<file path="config.mk">
export PLATFORM = sky130hd
export DESIGN_NAME = bswr_pixel_calc
export DESIGN_NICKNAME = d
export VERILOG_FILES = /design/src/hw/rtl/bswr_pkg.sv /design/src/hw/rtl/bswr_pixel_calc.sv
export SDC_FILE = /design/constraint.sdc
export NUM_CORES = 1
export LEC_CHECK = 0
export ABC_CLOCK_PERIOD_IN_PS = 9100
export BUFFER_PORTS_ARGS = -buffer_cell sky130_fd_sc_hd__buf_2
export CORE_UTILIZATION = 64
export CTS_CLUSTER_DIAMETER = 40
export DETAILED_ROUTE_END_ITERATION = 10
export HOLD_SLACK_MARGIN = 0.12
export MAX_ROUTING_LAYER = met4
export PLACE_DENSITY = 0.9
export REMOVE_ABC_BUFFERS = 1
export SYNTH_ARGS = -nofsm -noshare
export SYNTH_HDL_FRONTEND = slang
export SYNTH_SLANG_ARGS = --single-unit
</file>
<file path="constraint.sdc">
create_clock -name clock -period 9.1 [get_ports clock]
set_clock_uncertainty 0.2 [all_clocks]
set_input_delay 1.365 -clock clock [delete_from_list [all_inputs] [get_ports clock]]
set_output_delay 1.365 -clock clock [all_outputs]
set_load 0.02 [all_outputs]
</file>
<file path="src/hw/rtl/bswr_pkg.sv">
// bswr_pkg: shared types, constants and register codes of the bright spot window reducer
// no dependencies; used by bswr_pixel_calc, the core and the bench
package bswr_pkg;

   localparam int MAX_WIDTH  = 256;
   localparam int MAX_HEIGHT = 256;
   localparam int MAX_RADIUS = 7;

   localparam int COL_W  = $clog2(MAX_WIDTH);
   localparam int ROW_W  = $clog2(MAX_HEIGHT);
   localparam int ADDR_W = COL_W + ROW_W;

   localparam int PIX_W      = 8;
   localparam int DIM_W      = 9;
   localparam int RAD_W      = 3;
   localparam int BG_W       = 16;
   localparam int CNT_W      = 8;
   localparam int CSR_IDX_W  = 3;
   localparam int CSR_DATA_W = 16;

   // fixed point reduce arithmetic
   localparam int PROD_W      = 27;
   localparam int NUM_W       = 28;
   localparam int BGX_W       = 23;
   localparam int QN_W        = 15;
   localparam int RCP_PROD_W  = 28;
   localparam int BG_SCALE    = 100;
   localparam int SAT_NUM     = 256 * 25600;
   localparam int RECIP_MUL   = 5243;
   localparam int RECIP_SHIFT = 19;

   // operation codes
   localparam logic [1:0] OP_WRITE  = 2'd0;
   localparam logic [1:0] OP_READ   = 2'd1;
   localparam logic [1:0] OP_REDUCE = 2'd2;

   // register indexes
   localparam logic [CSR_IDX_W-1:0] CSR_SPOT_BRIGHTNESS  = 3'd0;
   localparam logic [CSR_IDX_W-1:0] CSR_REDUCTION_LEVEL  = 3'd1;
   localparam logic [CSR_IDX_W-1:0] CSR_SPOT_RADIUS      = 3'd2;
   localparam logic [CSR_IDX_W-1:0] CSR_SPOT_COUNT       = 3'd3;
   localparam logic [CSR_IDX_W-1:0] CSR_BACKGROUND_LEVEL = 3'd4;
   localparam logic [CSR_IDX_W-1:0] CSR_IMAGE_WIDTH      = 3'd5;
   localparam logic [CSR_IDX_W-1:0] CSR_IMAGE_HEIGHT     = 3'd6;

   // register reset values
   localparam logic [PIX_W-1:0] RST_SPOT_BRIGHTNESS  = 8'd220;
   localparam logic [PIX_W-1:0] RST_REDUCTION_LEVEL  = 8'd75;
   localparam logic [RAD_W-1:0] RST_SPOT_RADIUS      = 3'd4;
   localparam logic [CNT_W-1:0] RST_SPOT_COUNT       = 8'd6;
   localparam logic [BG_W-1:0]  RST_BACKGROUND_LEVEL = 16'd0;
   localparam logic [DIM_W-1:0] RST_IMAGE_WIDTH      = 9'd256;
   localparam logic [DIM_W-1:0] RST_IMAGE_HEIGHT     = 9'd256;

   typedef struct packed {
      logic [1:0]       operation;
      logic [COL_W-1:0] col;
      logic [ROW_W-1:0] row;
      logic [PIX_W-1:0] pixel_in;
   } req_type;

   typedef struct packed {
      logic [PIX_W-1:0] pixel_out;
      logic             reduced;
      logic [CNT_W-1:0] bright_count;
   } rsp_type;

   typedef struct packed {
      logic              valid;
      logic [ADDR_W-1:0] addr;
      logic [PIX_W-1:0]  data;
   } mem_xfer_type;

   typedef struct packed {
      logic [PIX_W-1:0] level;
      logic [BG_W-1:0]  bg;
   } calc_cfg_type;

endpackage

</file>
<file path="src/hw/rtl/bswr_pixel_calc.sv">
// bswr_pixel_calc: three stage pipeline for (p - bg) * level / 100 + bg, truncated and clamped
// depends on bswr_pkg
module bswr_pixel_calc (
   input  logic                   clock,
   input  logic                   reset,
   input  bswr_pkg::calc_cfg_type cfg,
   input  bswr_pkg::mem_xfer_type src,
   output bswr_pkg::mem_xfer_type dst,
   output logic                   busy
);
   import bswr_pkg::*;

   logic signed [17:0]       diff;
   logic signed [PROD_W-1:0] s1_prod_in;
   logic signed [NUM_W-1:0]  num;
   logic [BGX_W-1:0]         bg_x100;

   logic                     s1_valid_ff, s2_valid_ff, s3_valid_ff;
   logic [ADDR_W-1:0]        s1_addr_ff, s2_addr_ff, s3_addr_ff;
   logic signed [PROD_W-1:0] s1_prod_ff;
   logic                     s2_zero_ff, s2_sat_ff, s3_zero_ff, s3_sat_ff;
   logic [QN_W-1:0]          s2_n_ff;
   logic [RCP_PROD_W-1:0]    s3_prod_ff;

   // stage 1: deviation times level
   assign diff       = $signed({2'b00, src.data, 8'h00}) - $signed({2'b00, cfg.bg});
   assign s1_prod_in = diff * $signed({1'b0, cfg.level});

   // stage 2: add background, split into zero, saturate or quotient input
   assign bg_x100 = BGX_W'(cfg.bg) * BGX_W'(BG_SCALE);
   assign num     = $signed({s1_prod_ff[PROD_W-1], s1_prod_ff})
                  + $signed({{(NUM_W-BGX_W){1'b0}}, bg_x100});

   always_ff @(posedge clock) begin
      if (reset) begin
         s1_valid_ff <= 1'b0;
         s2_valid_ff <= 1'b0;
         s3_valid_ff <= 1'b0;
      end else begin
         s1_valid_ff <= src.valid;
         s2_valid_ff <= s1_valid_ff;
         s3_valid_ff <= s2_valid_ff;
      end
      s1_addr_ff <= src.addr;
      s1_prod_ff <= s1_prod_in;
      s2_addr_ff <= s1_addr_ff;
      s2_zero_ff <= (num <= $signed(NUM_W'(0)));
      s2_sat_ff  <= (num >= $signed(NUM_W'(SAT_NUM)));
      s2_n_ff    <= num[QN_W+7:8];
      // stage 3: divide by 100 through the reciprocal
      s3_addr_ff <= s2_addr_ff;
      s3_zero_ff <= s2_zero_ff;
      s3_sat_ff  <= s2_sat_ff;
      s3_prod_ff <= RCP_PROD_W'(s2_n_ff) * RCP_PROD_W'(RECIP_MUL);
   end

   always_comb begin
      dst.valid = s3_valid_ff;
      dst.addr  = s3_addr_ff;
      if (s3_sat_ff) begin
         dst.data = '1;
      end else if (s3_zero_ff) begin
         dst.data = '0;
      end else begin
         dst.data = s3_prod_ff[RECIP_SHIFT+PIX_W-1:RECIP_SHIFT];
      end
   end

   assign busy = s1_valid_ff | s2_valid_ff | s3_valid_ff;

endmodule

</file>
==> flow_metrics.env <==
export IMPL_postSynth_asyncResetShare=0
export IMPL_finalNonFillerCells=1804
export IMPL_h_tree_depth=3
export IMPL_postCtsHoldBufs=0
export IMPL_antenna_found_initial=0
export IMPL_wl_per_cell_um=16.5
export IMPL_stdcell_area_sq_mm=0.0147
export IMPL_nFillCells=1441
export IMPL_worst_pin_slew_ps=855
export IMPL_ctsResizeCount=0
export IMPL_drc=0
export IMPL_r2r_start="s2_n_ff[10]"
export IMPL_reg2regPathDepth=18
export IMPL_syn_inst=1452
export IMPL_routed_wl_mm=29.8
export IMPL_synth_avg_cell_area_sq_um=9.48
export IMPL_synth_edf_count=0
export IMPL_clock_path_buffers=2
export IMPL_grt_total_usage=0.294
export IMPL_gp_congestion=0.955
export IMPL_die_w_um=149
export IMPL_place_area_sq_mm=0.0144
export IMPL_min_period_over_period=0.814
export IMPL_grt_pass1_wl_mm=49.9
export IMPL_finalHoldViolCount=0
export IMPL_clkTransAtPathRegs_ps=70
export IMPL_area_growth_pct=7.11
export IMPL_synth_area_sq_mm=0.0138
export IMPL_overflow=0
export IMPL_drt_first_iter_violations=513
export IMPL_clockRootBuffer="clkbuf_16"
export IMPL_num_antenna_cells=0
export IMPL_timing_rr_end="s3_prod_ff[26]"
export IMPL_setup_violations=0
export IMPL_relSlewSlack=0.426
export IMPL_cts_tree="done"
export IMPL_dieArea_sq_mm=0.0221
export IMPL_crit_type="in -> reg"
export IMPL_coreArea_sq_mm=0.0211
export IMPL_worstPathArrival_ps=7440
export IMPL_synth_warnings=0
export IMPL_cap_violations=0
export IMPL_placed_cells=1788
export IMPL_synth_distinct_cells=70
export IMPL_timing_critical_path_from="cfg[1]"
export IMPL_grt_max_degree=19
export IMPL_hp_class="reg -> reg"
export IMPL_hpwl_mm=24.5
export IMPL_cp_endpoint="s1_prod_ff[25]"
export IMPL_post_cts_buffers=0
export IMPL_fin_nets=2001
export IMPL_dr_pass1_iters=5
export IMPL_ys_seq_elements=104
export IMPL_drtAntennaViolNets=0
export IMPL_status="finished clean"
export IMPL_cp_start_kind="input port"
export IMPL_ys_flop_type="dfxtp_1"
export IMPL_vias=10200
export IMPL_post_route_min_period_ps=7400
export IMPL_drive_gt1_frac=0.0798
export IMPL_clock_sinks=104
export IMPL_yosysSeqAreaShare=0.151
export IMPL_crit_required_ps=9140
export IMPL_pin_count=77
export IMPL_worstPathMaxFanout=8
export IMPL_ff2ff_setup_slack_ps=3560
export IMPL_die_h_um=149
export IMPL_cp_end_kind="flip-flop"
export IMPL_initial_utilization=0.653
export IMPL_io_buffers=76
export IMPL_viasPerCell=5.65
export IMPL_cts_buffers=9
export IMPL_rows=53
export IMPL_max_freq_mhz=135
export IMPL_clk_insertion_delay_late_ps=350
export IMPL_rsz0062_at_grt="false"
export IMPL_first_global_vias=11100
export IMPL_tns_ps=0
export IMPL_maxSlewViolCount=0
[how the worst min path moves through the flow]
stage / start / slack [ps] / cells after the start / to
2_1_floorplan: s1_addr_ff[0] / 110 / 0 / s2_addr_ff[0]
3_3_place_gp: s2_addr_ff[8] / 110 / 0 / s3_addr_ff[8]
3_5_place_dp: s1_addr_ff[1] / 110 / 0 / s2_addr_ff[1]
4_1_cts: s1_addr_ff[1] / 130 / 0 / s2_addr_ff[1]
5_1_grt: s2_addr_ff[10] / 130 / 0 / s3_addr_ff[10]
6_report: s1_addr_ff[1] / 130 / 0 / s2_addr_ff[1]
[cells in the final DEF (no fill, tap or decap), types with 5 or more instances in the layout]
master	n
a211oi_1	7
a21o_1	21
a21oi_1	54
a31oi_1	5
and2_1	90
and3_1	9
buf_2	76
clkbuf_16	9
dfxtp_1	104
fa_1	188
ha_1	238
inv_1	335
nand2_1	92
nand3_1	16
nor2_1	30
nor2b_1	12
nor3_1	19
o211ai_1	6
o21a_1	11
o21ai_0	27
o21bai_1	11
or2_2	7
or3_1	6
xnor2_1	57
xor2_1	15
[cell usage after synthesis (4+ instances only)]
master      n  share of area
nand2_1    92          0.025
dfxtp_1   104           0.15
nand4_1     4         0.0018
or2_2       7         0.0032
o21bai_1   11         0.0060
o21a_1     11         0.0060
o21ai_0    27         0.0098
a31oi_1     5         0.0023
nand3_1    16         0.0058
clkbuf_1   14         0.0038
or3_1       6         0.0027
and3_1      9         0.0041
a21oi_1    54          0.020
inv_1     335          0.091
nor3_1     19         0.0069
a211oi_1    7         0.0038
nor2b_1    12         0.0055
a21o_1     21          0.011
ha_1      238           0.22
o211ai_1    6         0.0033
xor2_1     15         0.0095
nor2_1     30         0.0082
xnor2_1    57          0.036
fa_1      188           0.27
and2_1     90          0.041
o21ai_1     4         0.0015
a211o_1     4         0.0025
[cell families after synthesis]
logic type,Yosys count,synth area share
compound gates,193,0.0986
fa+ha+maj,426,0.490
buf+inv,350,0.0957
simple gates,302,0.115
flops,104,0.151
xor+xnor,73,0.0470
mux,4,0.00300
[through the flow]
step	hold WS, ps	setup WS [ps]	utilization
final	126	1700	0.699
after global routing	134	1280	0.699
after CTS	126	1750	0.699
after detailed placement	113	1400	0.684
after global placement	110	1570	0.684
after floorplan	110	2210	-
[flip-flops by register name, indices dropped and copies added (netlist names), 8 cells and up]
| signal | cells |
|---|---|
| s2_addr_ff | 16 |
| s3_prod_ff | 8 |
| s1_addr_ff | 16 |
| s2_n_ff | 15 |
| s1_prod_ff | 26 |
| s3_addr_ff | 16 |
[metal layers]
metal  vias to the layer above  GRT usage  wire length, um
met5                         -          -                0
met2                       308      0.524            15500
met3                       106     0.0356             1350
met4                         0      0.127             1050
met1                      5006      0.331            11800
li1                       4768          -                -
[layout make-up]
cell class | count | area, sq um | area share
clock buffer | 10 | 239 | 0.0162
timing repair buffer | 76 | 380 | 0.0258
tap | 275 | 344 | 0.0233
inverter | 335 | 1260 | 0.0853
multi-input combinational | 998 | 10400 | 0.703
clock inverter | 6 | 75.1 | 0.00509
sequential | 104 | 2080 | 0.141
[critical path, cell delays in order]
cell	delay, ps
buf_2	120
inv_1	100
ha_1	220
and3b_1	230
a41oi_1	390
o21bai_1	120
a21oi_1	260
o21ai_1	180
xor2_1	470
nand2_1	130
fa_1	500
inv_1	50
fa_1	510
inv_1	50
fa_1	480
inv_1	60
fa_1	490
ha_1	390
nand2_1	110
o211ai_1	170
o21ba_2	190
o21ai_0	250
nor3b_1	370
o211a_1	210
nor3_1	50
Power is left out: the tool's default activity adds up to more than one toggle a clock period on the data nets, which glitch-free logic cannot reach.
